[config.mk]
export PLATFORM = sky130hd
export DESIGN_NAME = packed_pixel_palette_expander
export DESIGN_NICKNAME = d
export VERILOG_FILES = /design/src/rtl/ppe_pkg.sv /design/src/rtl/packed_pixel_palette_expander.sv /design/src/rtl/ppe_cfg_regs.sv /design/src/rtl/ppe_pair_lookup.sv /design/src/rtl/ppe_pixel_select.sv
export SDC_FILE = /design/constraint.sdc
export NUM_CORES = 1
export LEC_CHECK = 0
export BUFFER_PORTS_ARGS = -buffer_cell sky130_fd_sc_hd__buf_2
export CORE_AREA = 2 2 126 128
export CTS_CLUSTER_SIZE = 10
export DETAILED_ROUTE_END_ITERATION = 8
export DIE_AREA = 0 0 128 130
export PLACE_DENSITY = 0.85
export SLEW_MARGIN = 20
export SYNTH_ARGS = -nofsm -noshare
export SYNTH_HDL_FRONTEND = slang
export SYNTH_SLANG_ARGS = --single-unit
[constraint.sdc]
create_clock -name clk -period 9.7 [get_ports clk]
set_input_delay 2.91 -clock clk [delete_from_list [all_inputs] [get_ports clk]]
set_output_delay 2.91 -clock clk [all_outputs]
set_load 0.01 [all_outputs]
[src/rtl/ppe_pkg.sv]
// Shared types, color constants and register indexes for the palette expander.
`default_nettype none

package ppe_pkg;

  typedef logic [23:0] pixel_t;

  localparam int NumPairs  = 4;
  localparam int NumPixels = 8;

  // Configuration register indexes
  localparam logic [7:0] RegPaletteSelect = 8'd0;
  localparam logic [7:0] RegColorMode     = 8'd1;
  localparam logic [7:0] RegGrayMode      = 8'd2;

  localparam pixel_t PxBlack   = 24'h000000;
  localparam pixel_t PxRed     = 24'hff0000;
  localparam pixel_t PxGreen   = 24'h00ff00;
  localparam pixel_t PxBlue    = 24'h0000ff;
  localparam pixel_t PxYellow  = 24'hffff00;
  localparam pixel_t PxCyan    = 24'h00ffff;
  localparam pixel_t PxMagenta = 24'hff00ff;
  localparam pixel_t PxWhite   = 24'hffffff;
  localparam pixel_t PxDkRed   = 24'haa0000;
  localparam pixel_t PxRdBrown = 24'h700000;
  localparam pixel_t PxViolet  = 24'haa00ff;
  localparam pixel_t PxVioBlue = 24'h7000ff;
  localparam pixel_t PxLtGreen = 24'h55ff00;
  localparam pixel_t PxLime    = 24'haaff00;
  localparam pixel_t PxGray1   = 24'h555555;
  localparam pixel_t PxGray2   = 24'ha9a9a9;

  localparam pixel_t PAL_ROM [0:15][0:3] = '{
    '{PxBlack, PxBlue,    PxGreen,   PxRed    },
    '{PxBlack, PxYellow,  PxMagenta, PxRed    },
    '{PxBlack, PxCyan,    PxBlue,    PxMagenta},
    '{PxBlack, PxGreen,   PxCyan,    PxYellow },
    '{PxBlack, PxMagenta, PxCyan,    PxWhite  },
    '{PxBlack, PxWhite,   PxWhite,   PxWhite  },
    '{PxBlack, PxDkRed,   PxRdBrown, PxRed    },
    '{PxBlack, PxLime,    PxLtGreen, PxYellow },
    '{PxBlack, PxViolet,  PxVioBlue, PxMagenta},
    '{PxBlack, PxLtGreen, PxVioBlue, PxRdBrown},
    '{PxBlack, PxLime,    PxViolet,  PxDkRed  },
    '{PxBlack, PxCyan,    PxYellow,  PxRed    },
    '{PxBlack, PxRed,     PxGreen,   PxCyan   },
    '{PxBlack, PxCyan,    PxYellow,  PxWhite  },
    '{PxBlack, PxYellow,  PxGreen,   PxWhite  },
    '{PxBlack, PxCyan,    PxGreen,   PxWhite  }
  };

  localparam pixel_t GRAY_ROM [0:3] = '{PxBlack, PxGray1, PxGray2, PxWhite};

  typedef struct packed {
    logic [3:0] palette_select;
    logic       color_mode;
    logic       gray_mode;
  } cfg_t;

  // Per-pair lookup results carried from the lookup stage to the select stage
  typedef struct packed {
    pixel_t     pal_color;
    pixel_t     gray_color;
    logic [1:0] bits;
  } lane_t;

endpackage

`default_nettype wire

[src/rtl/packed_pixel_palette_expander.sv]
// Top level of the packed pixel palette expander: three-stage pipeline.
//
// Usage:
//   Input channel (in_valid/in_ready, video_byte) takes one screen-memory
//   byte per item; the output channel (out_valid/out_ready, pixel_0..7)
//   gives eight 24-bit RGB pixels per item, pixel_0 from the low bits.
//   The configuration channel (cfg_valid/cfg_ready, cfg_addr, cfg_data)
//   writes palette_select (0), color_mode (1) and gray_mode (2); other
//   indexes are ignored. cfg_ready is always high. Write configuration
//   only while no item is in flight.
// Path: the input register loads on the input accept edge, then the
//   lookup register, then the output register, which sets out_valid.
// Throughput: one item per cycle while out_ready is high; each stage
//   loads if empty or if the next stage moves, so a full pipe has no bubbles.
// Reset: all valid bits clear, palette_select = 0, color_mode = 1,
//   gray_mode = 0.
// Stall: when out_ready is low the output register holds its item; the
//   stages behind it keep filling until all three hold an item, then
//   in_ready drops. Nothing is lost or repeated.
`default_nettype none

module packed_pixel_palette_expander (
  input  wire logic               clk,
  input  wire logic               rst,
  input  wire logic               cfg_valid,
  output logic                    cfg_ready,
  input  wire logic [7:0]         cfg_addr,
  input  wire logic [3:0]         cfg_data,
  input  wire logic               in_valid,
  output logic                    in_ready,
  input  wire logic [7:0]         video_byte,
  output logic                    out_valid,
  input  wire logic               out_ready,
  output ppe_pkg::pixel_t         pixel_0,
  output ppe_pkg::pixel_t         pixel_1,
  output ppe_pkg::pixel_t         pixel_2,
  output ppe_pkg::pixel_t         pixel_3,
  output ppe_pkg::pixel_t         pixel_4,
  output ppe_pkg::pixel_t         pixel_5,
  output ppe_pkg::pixel_t         pixel_6,
  output ppe_pkg::pixel_t         pixel_7
);
  import ppe_pkg::*;

  cfg_t cfg;

  // Stage 1: input byte register
  logic       s1_valid;
  logic [7:0] s1_byte;
  // Stage 2: per-pair lookup register
  logic                   s2_valid;
  lane_t [NumPairs-1:0]   s2_lanes;
  lane_t [NumPairs-1:0]   lanes_next;
  // Stage 3: output register
  pixel_t [NumPixels-1:0] pixels;
  pixel_t [NumPixels-1:0] pixels_next;

  logic s1_adv, s2_adv, s3_adv;

  ppe_cfg_regs u_cfg (
    .clk       (clk),
    .rst       (rst),
    .cfg_valid (cfg_valid),
    .cfg_ready (cfg_ready),
    .cfg_addr  (cfg_addr),
    .cfg_data  (cfg_data),
    .cfg       (cfg)
  );

  // A stage may load when it is empty or its item moves on this cycle.
  assign s3_adv   = !out_valid || out_ready;
  assign s2_adv   = !s2_valid  || s3_adv;
  assign s1_adv   = !s1_valid  || s2_adv;
  assign in_ready = s1_adv;

  always_ff @(posedge clk) begin
    if (rst) begin
      s1_valid <= 1'b0;
    end else if (s1_adv) begin
      s1_valid <= in_valid;
    end
  end

  always_ff @(posedge clk) begin
    if (s1_adv && in_valid) begin
      s1_byte <= video_byte;
    end
  end

  for (genvar n = 0; n < NumPairs; n++) begin : g_lane
    ppe_pair_lookup u_lookup (
      .pair           (s1_byte[2*n +: 2]),
      .palette_select (cfg.palette_select),
      .lane           (lanes_next[n])
    );
  end

  always_ff @(posedge clk) begin
    if (rst) begin
      s2_valid <= 1'b0;
    end else if (s2_adv) begin
      s2_valid <= s1_valid;
    end
  end

  always_ff @(posedge clk) begin
    if (s2_adv && s1_valid) begin
      s2_lanes <= lanes_next;
    end
  end

  ppe_pixel_select u_select (
    .cfg    (cfg),
    .lanes  (s2_lanes),
    .pixels (pixels_next)
  );

  always_ff @(posedge clk) begin
    if (rst) begin
      out_valid <= 1'b0;
    end else if (s3_adv) begin
      out_valid <= s2_valid;
    end
  end

  // Hold the output item while the receiver stalls.
  always_ff @(posedge clk) begin
    if (s3_adv && s2_valid) begin
      pixels <= pixels_next;
    end
  end

  assign pixel_0 = pixels[0];
  assign pixel_1 = pixels[1];
  assign pixel_2 = pixels[2];
  assign pixel_3 = pixels[3];
  assign pixel_4 = pixels[4];
  assign pixel_5 = pixels[5];
  assign pixel_6 = pixels[6];
  assign pixel_7 = pixels[7];

  // Input back-pressure only when every stage holds an item.
  a_full_when_blocked: assert property (@(posedge clk) disable iff (rst)
    !in_ready |-> (s1_valid && s2_valid && out_valid))
    else $error("in_ready low with an empty stage");

  // An accepted item always lands in stage 1.
  a_accept_lands: assert property (@(posedge clk) disable iff (rst)
    (in_valid && in_ready) |=> s1_valid)
    else $error("accepted item lost at stage 1");

  // Plain monochrome gives only black or white.
  a_mono_levels: assert property (@(posedge clk) disable iff (rst)
    (out_valid && !cfg.color_mode && !cfg.gray_mode) |->
      ((pixel_0 == PxBlack || pixel_0 == PxWhite) &&
       (pixel_7 == PxBlack || pixel_7 == PxWhite)))
    else $error("monochrome pixel not black or white");

endmodule

`default_nettype wire

[src/rtl/ppe_cfg_regs.sv]
// Configuration register file for the palette expander.
`default_nettype none

module ppe_cfg_regs (
  input  wire logic        clk,
  input  wire logic        rst,
  input  wire logic        cfg_valid,
  output logic             cfg_ready,
  input  wire logic [7:0]  cfg_addr,
  input  wire logic [3:0]  cfg_data,
  output ppe_pkg::cfg_t    cfg
);
  import ppe_pkg::*;

  assign cfg_ready = 1'b1;

  always_ff @(posedge clk) begin
    if (rst) begin
      cfg.palette_select <= 4'd0;
      cfg.color_mode     <= 1'b1;
      cfg.gray_mode      <= 1'b0;
    end else if (cfg_valid) begin
      case (cfg_addr)
        RegPaletteSelect: cfg.palette_select <= cfg_data;
        RegColorMode:     cfg.color_mode     <= cfg_data[0];
        RegGrayMode:      cfg.gray_mode      <= cfg_data[0];
        default: ;
      endcase
    end
  end

endmodule

`default_nettype wire

[src/rtl/ppe_pair_lookup.sv]
// Table lookup of palette color and gray level for one 2-bit pair.
`default_nettype none

module ppe_pair_lookup (
  input  wire logic [1:0]  pair,
  input  wire logic [3:0]  palette_select,
  output ppe_pkg::lane_t   lane
);
  import ppe_pkg::*;

  always_comb begin
    lane.pal_color  = PAL_ROM[palette_select][pair];
    lane.gray_color = GRAY_ROM[pair];
    lane.bits       = pair;
  end

endmodule

`default_nettype wire

[src/rtl/ppe_pixel_select.sv]
// Mode selection that turns four pair lookups into eight pixels.
`default_nettype none

module ppe_pixel_select (
  input  ppe_pkg::cfg_t                             cfg,
  input  ppe_pkg::lane_t [ppe_pkg::NumPairs-1:0]    lanes,
  output ppe_pkg::pixel_t [ppe_pkg::NumPixels-1:0]  pixels
);
  import ppe_pkg::*;

  always_comb begin
    for (int n = 0; n < NumPairs; n++) begin
      if (cfg.color_mode) begin
        pixels[2*n]   = lanes[n].pal_color;
        pixels[2*n+1] = lanes[n].pal_color;
      end else if (cfg.gray_mode) begin
        pixels[2*n]   = lanes[n].gray_color;
        pixels[2*n+1] = lanes[n].gray_color;
      end else begin
        pixels[2*n]   = lanes[n].bits[0] ? PxWhite : PxBlack;
        pixels[2*n+1] = lanes[n].bits[1] ? PxWhite : PxBlack;
      end
    end
  end

endmodule

`default_nettype wire
# Yosys cells after proc, flatten, opt, wreduce, memory -nomap -nowiden
# Memories as Yosys holds them, arrays and structs flattened.
# Index checks and enable logic that the tools add are counted.
# totals
elab_cells	95
register_bits	409
inputBits	25
mem_bits_ro	1536
memories	1
output_inout_bits	195
# op_classes
n_eq_ne	2
n_bitwise	5
n_reduce_logical	13
n_lt_le_gt_ge	5
muxes	42
# memory_table
memory	depth	width	read_ports	rd_clocked_by_memory_dff	wr	line	rtl
(no name shown)	16	96	1	0	0	ppe_pair_lookup.sv:12	lane.pal_color = PAL_ROM[palette_select][pair];
# op_table
cell	count
24-bit 2-to-1 mux	24
24-bit binary-select mux with 2-bit select	8
48-bit 2-to-1 mux	8
96-bit 2-to-1 mux	2
3-bit >= comparator, second input constant	4
2-bit inverter with 3-bit output	4
8-bit by 1-bit == test with 1-bit output, second input constant	1
8-bit by 2-bit == test with 1-bit output, second input constant	1
8-bit zero test	1
2-bit AND reduction	3
5-bit >= comparator, second input constant	1
4-bit inverter with 5-bit output	1
1-bit logical AND	3
1-bit zero test	3
1-bit logical OR	3

# Depth between registers and ports, before layout
# Gate-level depths: netlist of the first run.
# depth
word_depth	7
ltp_mapped	7
mapped_depth_nobuf	6

# Modules after synthesis
# A second synthesis of the first run with hierarchy kept.
# hier_totals
hier_cells	1383
area_unflattened_um2	18535.3
# by_module_without_submodules
mod	cells_each	seq_area_each_um2	instances	area_per_inst_um2
packed_pixel_palette_expander	415	12071.6	1	12145.4
ppe_pixel_select	459	0.0	1	2676.3
ppe_pair_lookup at g_lane[2].u_lookup ...	119	0.0	2	810.8
ppe_pair_lookup at g_lane[0].u_lookup	118	0.0	1	884.6
ppe_pair_lookup at g_lane[1].u_lookup	121	0.0	1	883.3
ppe_cfg_regs	32	120.1	1	324.1

# Least setup slack after synthesis of the first run
# OpenSTA, ideal clock, no wires.
# synth_path
path_type	input to register
from	input port out_ready
to	register pixels, in the netlist pixel_0[0], enable pin
setup_time_ns	0.597
path_stages	2
n_path_buf	0
required_time_ns	9.103
path_slack_ns	1.153
t_arrival_ns	7.950
cell_sequence	nor2b_1 -> nor2b_1
# synth_via
elab_chain_cells	2
# synth_rtl
item	line	rtl
from (decl)	packed_pixel_palette_expander.sv:33	input wire logic out_ready,
1-bit logical OR	packed_pixel_palette_expander.sv:71	assign s3_adv = !out_valid || out_ready;
1-bit logical AND	packed_pixel_palette_expander.sv:128	if (s3_adv && s2_valid) begin
to (signal assigned)	packed_pixel_palette_expander.sv:129	pixels <= pixels_next;
to (decl)	packed_pixel_palette_expander.sv:55	pixel_t [NumPixels-1:0] pixels;
# No other way between the ends.
# A chain may end at the register's enable or synchronous reset.

# Worst setup path after layout of the first run
# layout_path
from	input port out_ready
to	output port in_ready
# layout_via
elab_chain_cells	3
# layout_rtl
item	line	rtl
1-bit logical OR	packed_pixel_palette_expander.sv:71	
1-bit logical OR	packed_pixel_palette_expander.sv:72	assign s2_adv = !s2_valid || s3_adv;
1-bit logical OR	packed_pixel_palette_expander.sv:73	assign s1_adv = !s1_valid || s2_adv;
to (decl)	packed_pixel_palette_expander.sv:30	output logic in_ready,
# No other way between the ends.

==> results of run 1 <==
[routing by layer]
layer	vias to the layer above	global-route usage	part of all wire
li1	2463	-	-
met1	2346	0.229	0.41
met2	186	0.312	0.52
met3	26	0.0422	0.048
met4	0	0.0840	0.019
met5	-	0	0
[critical path, stage by stage]
cell and delay, ns:
buf_2 0.10, nor2b_1 0.47, nand3_1 0.18, buf_2 0.18
[state kept, by name, indices dropped and copies added, names as in the netlist, 6 cells and up]
signal,count
s2_lanes,40
pixel_4,14
s1_byte,8
pixel_7,14
pixel_6,14
u_cfg.cfg,6
pixel_2,14
pixel_0,14
pixel_5,14
pixel_1,14
pixel_3,14
[area by class of cell]
type                            count  area [µm²]
Multi-Input combinational cell    365        2070
Tap cell                          192         240
Fill cell                        1258        6390
Sequential cell                   169        4990
Clock inverter                     14         133
Inverter                           14        52.6
Clock buffer                       18         429
Timing Repair Buffer              222        1120
[per-stage QoR]
stage | cells | cell area [µm²] | worst slack (ns)
floorplan | 654 | 7830 | 1.15
global placement | 962 | 8470 | 2.93
detailed placement | 962 | 8470 | 2.93
CTS | 994 | 9040 | 2.93
global route | 994 | 9040 | 2.84
finish | 994 | 9040 | 2.94
[power by group]
group | internal (µW) | switching [µW]
Combinational | 39.6 | 57.0
Sequential | 835 | 19.1
Clock | 375 | 263
Total | 1250 | 339
[layout by cell type, fill, tap and decap left out, drive strengths merged, types with 9 or more instances in the layout]
cell type / instances
a21o: 9
nor2: 83
edfxtp: 160
inv: 14
clkinv: 9
nand2: 75
nand2b: 30
nor2b: 26
buf: 222
o21ai: 15
a21oi: 38
clkbuf: 18
dfxtp: 9
mux2i: 18
[cell families after synthesis]
kind of cell | share of synthesized area
other | 0.000479
buffers and inverters | 0.100
AO/OA/AOI/OAI | 0.0809
multiplexers | 0.0230
adder cells (fa/ha/maj) | 0.0112
flip-flops | 0.637
AND/OR/NAND/NOR | 0.147
[worst max path at each step]
stage	from	to	slack, ns	cells after the start
final	out_ready	in_ready	2.94	4
after global routing	out_ready	in_ready	2.84	4
after CTS	out_ready	in_ready	2.93	4
after detailed placement	out_ready	in_ready	2.93	4
after global placement	out_ready	in_ready	2.93	4
after floorplan	out_ready	pixel_0[0]	1.15	2
==> impl_metrics.env, run 1 <==
export IMPL_grt_start_max_net_pins=64
export IMPL_reg2reg_depth=4
export IMPL_maxCapViolCount=0
export IMPL_antenna_found_initial=0
export IMPL_crit_required_ns=6.79
export IMPL_r2r_start="u_cfg.cfg[0]"
export IMPL_avgSynthCellArea_um2=12.0
export IMPL_ys_top_cells_by_count="edfxtp_1 (160), nor2_1 (83), buf_4 (82)"
export IMPL_hold_viol_final=0
export IMPL_post_route_period_util=0.696
export IMPL_post_cts_buffers=0
export IMPL_cp_max_fo=6
export IMPL_synth_distinct_cells=45
export IMPL_path_class="primary input to output pin"
export IMPL_areaGrowthSynthToFinish_pct=15.5
export IMPL_cp_start_kind="primary input"
export IMPL_insertion_delay_ns=0.42
export IMPL_hold_path_depth=2
export IMPL_grt_pass1_wl_um=23400
export IMPL_synth_main_ff_cell="edfxtp_1"
export IMPL_arrival_ns=3.85
export IMPL_vias_per_cell=5.05
export IMPL_synth_warnings=0
export IMPL_start_util=0.507
export IMPL_clock_skew_ns=0.0109
export IMPL_cts_resized=0
export IMPL_row_count=46
export IMPL_routabilityCongestion=0.815
export IMPL_leakagePower_uw=0.00366
export IMPL_async_flop_share=0
export IMPL_ant_nets=0
export IMPL_min_period_ns=6.76
export IMPL_fin_setup_tns_ns=0
export IMPL_vdd_drop_max_mv=0.119
export IMPL_numCtsBuffers=17
export IMPL_fmax_mhz=148
export IMPL_r2r_slack_ns=7.24
export IMPL_setup_viol=0
export IMPL_finalMaxSlewViolations=0
export IMPL_power_uw=1590
export IMPL_nNetsFinal=821
export IMPL_antennaDiodeCount=0
export IMPL_reg2reg_to="pixel_2[15]"
export IMPL_drive_gt1_frac=0.338
export IMPL_worstHoldEndpoint="u_cfg.cfg[1]"
export IMPL_grtUsageTotal=0.185
export IMPL_syn_nets=686
export IMPL_ys_seq_area_frac=0.637
export IMPL_synth_edf_count=160
export IMPL_drc=0
export IMPL_cts_root_buf="clkbuf_16"
export IMPL_yosysMostFrequentCell="edfxtp_1"
export IMPL_vias=5021
export IMPL_drt_initial_drc_count=424
export IMPL_cts_hold_buf=0
export IMPL_overflow=0
export IMPL_synth_seq_cells=169
export IMPL_die_width_um=128
export IMPL_cts_tree="yes"
export IMPL_rsz0062_at_grt="false"
export IMPL_post_route_util=0.586
export IMPL_grt_pass1_vias=4599
export IMPL_ios=220
export IMPL_hold_slack_ns=0.500
export IMPL_netlist_area_um2=7830
export IMPL_dpl_hpwl_um=10900
export IMPL_synth_area_leaders="edfxtp_1 (61%), buf_4 (7.9%), nor2_1 (4.0%)"
export IMPL_cts_buffer_depth=2
export IMPL_portBuffers=218
export IMPL_synth_top_cell_area_share=0.614
export IMPL_worst_pin_slew_ns=1.07
export IMPL_worstSetupEndpointType="output pin"
export IMPL_design_core_area_um2=15400
export IMPL_min_from="u_cfg.cfg[1]"
export IMPL_h_tree_depth=4
export IMPL_drt_wl_total_um=15700
export IMPL_route_detailed_wl_per_inst_um=15.8
export IMPL_p_per_area_nw_per_um2=176
export IMPL_dieHeight_um=130
export IMPL_dieArea_um2=16600
export IMPL_path_clk_slew_ns=0.06
export IMPL_outcome="finished clean"
export IMPL_drtPass1Iterations=5
export IMPL_max_slew_margin=0.285
export IMPL_clock_sinks=169
export IMPL_syn_inst=654
export IMPL_hold_path_class="register to register"
export IMPL_yosys_area_top_type="edfxtp_1"
(Power assumes the default switching activity.)
==> run 2, diff against run 1 <==
--- a/config.mk
+++ b/config.mk
@@ -6,11 +6,11 @@
 export NUM_CORES = 1
 export LEC_CHECK = 0
 export BUFFER_PORTS_ARGS = -buffer_cell sky130_fd_sc_hd__buf_2
-export CORE_AREA = 2 2 126 128
+export CORE_AREA = 2 2 133 135
 export CTS_CLUSTER_SIZE = 10
 export DETAILED_ROUTE_END_ITERATION = 8
-export DIE_AREA = 0 0 128 130
-export PLACE_DENSITY = 0.85
+export DIE_AREA = 0 0 135 137
+export PLACE_DENSITY = 0.81
 export SLEW_MARGIN = 20
 export SYNTH_ARGS = -nofsm -noshare
 export SYNTH_HDL_FRONTEND = slang
==> constraint.sdc (replaced) <==
create_clock -name clk -period 6.2 [get_ports clk]
set_input_delay 1.86 -clock clk [delete_from_list [all_inputs] [get_ports clk]]
set_output_delay 1.86 -clock clk [all_outputs]
set_load 0.01 [all_outputs]
==> run 2 against run 1 <==
Compared with the run above: sequential power increased by 57%; critical path depth stayed put; register-to-register slack got worse by 3.6 ns; count of clock-buffer cells in the layout increased by 7; worst setup slack got worse by 1.4 ns; design area increased by 0.97%; utilization fell by 5.1 points; clock power increased by 62%; first-iteration DRC count fell by 17%; via count increased by 0.16%; die area grew 11%; critical path type unchanged; largest power group unchanged; highest routed layer unchanged.
==> impl_metrics.env, run 2 (synthesis gave the netlist of run 1 again) <==
export IMPL_globalRouteMet1Util=0.204
export IMPL_cts_root_buf="clkbuf_16"
export IMPL_post_route_period_util=0.754
export IMPL_cp_start_kind="primary input"
export IMPL_clock_sinks=169
export IMPL_overflow=0
export IMPL_final_cell_mix="buf_2 (218), edfxtp_1 (160), nor2_1 (83), nand2_1 (75), a21oi_1 (38)"
export IMPL_maxCapViolCount=0
export IMPL_vias_per_cell=4.90
export IMPL_worst_pin_slew_ns=1.06
export IMPL_ant_nets=0
export IMPL_drc=0
export IMPL_grtUsageMet3=0.0341
export IMPL_grt_most_used_layer="met2"
export IMPL_fin_setup_tns_ns=0
export IMPL_grt_pass1_vias=4477
export IMPL_place_area_um2=8530
export IMPL_rsz0062_at_grt="false"
export IMPL_start_util=0.459
export IMPL_grtUsageTotal=0.164
export IMPL_dpl_hpwl_um=10900
export IMPL_seq_area_um2=4990
export IMPL_hold_viol_final=0
export IMPL_drive_gt1_frac=0.345
export IMPL_areaGrowthSynthToFinish_pct=16.6
export IMPL_drt_wl_total_um=15600
export IMPL_grt_start_max_net_pins=113
export IMPL_post_cts_buffers=0
export IMPL_path_class="primary input to output pin"
export IMPL_cts_tree="yes"
export IMPL_ios=220
export IMPL_hold_path_class="register to register"
export IMPL_n_fill_cell=1424
export IMPL_clock_skew_ns=0.00864
export IMPL_min_period_ns=4.67
export IMPL_cts_hold_buf=0
export IMPL_vias=5029
export IMPL_finalMaxSlewViolations=0
export IMPL_numCtsBuffers=17
export IMPL_h_tree_depth=4
export IMPL_final_common_cell="buf_2"
export IMPL_design_area_um2=9120
export IMPL_grt_pass1_wl_um=23100
export IMPL_outcome="finished clean"
export IMPL_route_detailed_wl_per_inst_um=15.2
export IMPL_dieHeight_um=137
export IMPL_nNetsFinal=820
export IMPL_worstSetupEndpointType="output pin"
export IMPL_design_core_area_um2=17100
export IMPL_leakagePower_uw=0.00370
export IMPL_multi_input_area_um2=2080
export IMPL_antenna_found_initial=0
export IMPL_portBuffers=218
export IMPL_p_per_area_nw_per_um2=276
export IMPL_largest_reg_flops=40
export IMPL_crit_required_ns=4.34
export IMPL_gr_usage_met2=0.280
export IMPL_cp_max_fo=6
export IMPL_drtPass1Iterations=6
export IMPL_dieArea_um2=18500
export IMPL_vdd_drop_max_mv=0.190
export IMPL_fmax_mhz=214
export IMPL_cts_buffer_depth=2
export IMPL_arrival_ns=2.81
export IMPL_routabilityCongestion=0.764
export IMPL_die_width_um=135
export IMPL_drt_initial_drc_count=353
export IMPL_insertion_delay_ns=0.42
export IMPL_cts_resized=0
export IMPL_path_clk_slew_ns=0.06
export IMPL_largest_register="s2_lanes"
export IMPL_max_slew_margin=0.293
export IMPL_antennaDiodeCount=0
export IMPL_r2r_slack_ns=3.65
export IMPL_setup_viol=0
export IMPL_row_count=48
==> run 2: through the flow <==
stage                     setup WS [ns]  instances  utilization  hold slack (ns)  power (µW)
after global placement             1.53        994        0.500            0.454        1510
after CTS                          1.51       1026        0.535            0.483        2540
after detailed placement           1.51        994        0.500            0.467        1510
after global routing               1.40       1026        0.535            0.512        2610
after floorplan                   0.795        654            -            0.424        1470
final                              1.53       1026        0.535            0.477        2520
==> run 2: path summary, 6_finish.rpt <==
path | startpoint | endpoint | cells past startpoint
setup / recovery | out_ready | in_ready | 4
hold / removal | u_cfg.cfg[1] | u_cfg.cfg[1] | 2
setup reg to reg | u_cfg.cfg[0] | pixel_2[21] | 4
hold reg to reg | u_cfg.cfg[1] | u_cfg.cfg[1] | 2
==> run 2: critical path, cell delays in order <==
cell     delay (ns)
buf_2          0.10
nor2b_1        0.50
nand3_1        0.17
buf_2          0.18
==> run 2: metal layers <==
metal	up-vias	part of all wire
li1	2463	-
met1	2368	0.42
met2	177	0.51
met3	21	0.044
met4	0	0.022
met5	-	0
==> run 2: report_power, final <==
part	internal [µW]	leakage (µW)	switching [µW]
Clock	616	0.000301	412
Combinational	62.5	0.00186	89.5
Sequential	1310	0.00154	30.0
Total	1980	0.00370	531
==> run 2: area by class of cell <==
| class | count | share of cell area |
|---|---|---|
| Timing Repair Buffer | 221 | 0.123 |
| Inverter | 14 | 0.00576 |
| Multi-Input combinational cell | 365 | 0.228 |
| Clock buffer | 25 | 0.0601 |
| Clock inverter | 7 | 0.00535 |
| Tap cell | 225 | 0.0309 |
| Sequential cell | 169 | 0.546 |
==> run 3, diff against run 2 <==
--- a/config.mk
+++ b/config.mk
@@ -6,11 +6,11 @@
 export NUM_CORES = 1
 export LEC_CHECK = 0
 export BUFFER_PORTS_ARGS = -buffer_cell sky130_fd_sc_hd__buf_2
-export CORE_AREA = 2 2 133 135
+export CORE_AREA = 2 2 126 128
 export CTS_CLUSTER_SIZE = 10
 export DETAILED_ROUTE_END_ITERATION = 8
-export DIE_AREA = 0 0 135 137
-export PLACE_DENSITY = 0.81
+export DIE_AREA = 0 0 128 130
+export PLACE_DENSITY = 0.85
 export SLEW_MARGIN = 20
 export SYNTH_ARGS = -nofsm -noshare
 export SYNTH_HDL_FRONTEND = slang
==> constraint.sdc (replaced) <==
create_clock -name clk -period 4.91 [get_ports clk]
set_input_delay 1.473 -clock clk [delete_from_list [all_inputs] [get_ports clk]]
set_output_delay 1.473 -clock clk [all_outputs]
set_load 0.01 [all_outputs]
==> run 3 against run 2 <==
Compared with the run above: non-clock buffer count rose by 1; largest cell class unchanged; combinational power rose by 28%; final cell count fell by 3.1%; sequential power rose by 26%.
==> impl_metrics.env, run 3 (synthesis gave the netlist of run 1 again) <==
export IMPL_routabilityCongestion=0.838
export IMPL_cts_resized=0
export IMPL_drive_gt1_frac=0.343
export IMPL_worst_pin_slew_ns=1.03
export IMPL_nNetsFinal=821
export IMPL_hold_viol_final=0
export IMPL_grt_start_max_net_pins=90
export IMPL_fin_setup_tns_ns=0
export IMPL_crit_required_ns=3.44
export IMPL_clock_sinks=169
export IMPL_finalMaxSlewViolations=0
export IMPL_drt_wl_total_um=15900
export IMPL_min_period_ns=3.92
export IMPL_post_cts_buffers=0
export IMPL_vdd_drop_max_mv=0.234
export IMPL_drc=0
export IMPL_ant_nets=0
export IMPL_worstSetupEndpointType="output pin"
export IMPL_cp_start_kind="primary input"
export IMPL_ios=220
export IMPL_h_tree_depth=4
export IMPL_route_detailed_wl_per_inst_um=16.0
export IMPL_rsz0062_at_grt="false"
export IMPL_die_width_um=128
export IMPL_portBuffers=218
export IMPL_vias=5113
export IMPL_post_route_period_util=0.798
export IMPL_cts_buffer_depth=2
export IMPL_arrival_ns=2.44
export IMPL_grtUsageTotal=0.188
export IMPL_cp_max_fo=6
export IMPL_p_per_area_nw_per_um2=349
export IMPL_path_clk_slew_ns=0.06
export IMPL_areaGrowthSynthToFinish_pct=16.0
export IMPL_leakagePower_uw=0.00368
export IMPL_antenna_found_initial=0
export IMPL_cts_tree="yes"
export IMPL_maxCapViolCount=0
export IMPL_design_core_area_um2=15400
export IMPL_fmax_mhz=255
export IMPL_dieArea_um2=16600
export IMPL_insertion_delay_ns=0.43
export IMPL_cts_hold_buf=0
export IMPL_row_count=46
export IMPL_r2r_slack_ns=2.45
export IMPL_final_cell_mix="buf_2 (218), edfxtp_1 (160), nor2_1 (83), nand2_1 (75), a21oi_1 (38)"
export IMPL_n_fill_cell=1234
export IMPL_vias_per_cell=5.14
export IMPL_dpl_worst_slack_ns=1.02
export IMPL_drt_initial_drc_count=623
export IMPL_grt_pass1_vias=4636
export IMPL_start_util=0.507
export IMPL_setup_viol=0
export IMPL_outcome="finished clean"
export IMPL_overflow=0
export IMPL_grt_pass1_wl_um=23500
export IMPL_largest_reg_flops=40
export IMPL_reg2reg_depth=4
export IMPL_post_route_util=0.589
export IMPL_clock_skew_ns=0.00867
export IMPL_numCtsBuffers=17
export IMPL_antennaDiodeCount=0
export IMPL_drtPass1Iterations=6
export IMPL_largest_register="s2_lanes"
export IMPL_dieHeight_um=130
export IMPL_hold_path_class="register to register"
export IMPL_final_common_cell="buf_2"
export IMPL_setup_ws_ns=0.993
export IMPL_cts_root_buf="clkbuf_16"
export IMPL_path_class="primary input to output pin"
export IMPL_dpl_hpwl_um=11100
export IMPL_hold_path_depth=2
export IMPL_max_slew_margin=0.309
==> run 3: cell count changes in the layout (fill, tap and decap cells not counted), sizes merged <==
cell | previous run | this run
clkinvlp | 0 | 4
clkinv | 4 | 8
bufinv | 0 | 2
buf | 221 | 222
inv | 17 | 15
clkbuf | 25 | 17
==> run 3: per-stage QoR <==
step,cell area (µm²),cells,total power [µW],hold slack [ns]
6_report,9080,994,3170,0.541
5_1_grt,9080,994,3280,0.588
4_1_cts,9050,993,3190,0.534
3_5_place_dp,8470,961,1910,0.522
3_3_place_gp,8470,961,1900,0.501
2_1_floorplan,7830,654,1850,0.424
==> run 3: cell type report <==
type	count	area (µm²)	area share
Clock buffer	17	425	0.0469
Timing Repair Buffer	222	1140	0.126
Clock inverter	15	154	0.0169
Tap cell	192	240	0.0265
Sequential cell	169	4990	0.549
Inverter	14	52.6	0.00579
Multi-Input combinational cell	365	2080	0.229
==> run 3: worst paths after layout <==
path / start / end
max: out_ready / in_ready
min: s1_valid / s2_valid
min reg2reg: s1_valid / s2_valid
max reg2reg: u_cfg.cfg[0] / pixel_6[21]
==> run 3: critical path, cell delays in order <==
cell	delay (ns)
buf_2	0.10
nor2b_1	0.51
nand3_1	0.18
buf_2	0.18
==> run 3: per-layer routing <==
| metal | global-route usage | vias up | share of wire |
|---|---|---|---|
| met3 | 0.0496 | 17 | 0.054 |
| met1 | 0.234 | 2433 | 0.41 |
| met5 | 0 | - | 0 |
| li1 | - | 2464 | - |
| met4 | 0.0724 | 0 | 0.014 |
| met2 | 0.318 | 199 | 0.52 |
==> run 3: power by group <==
| part | switching, µW | internal [µW] | leakage, µW |
|---|---|---|---|
| clock | 541 | 747 | 0.000268 |
| combinational | 114 | 79.9 | 0.00187 |
| sequential | 38.6 | 1650 | 0.00154 |
| total | 694 | 2470 | 0.00368 |
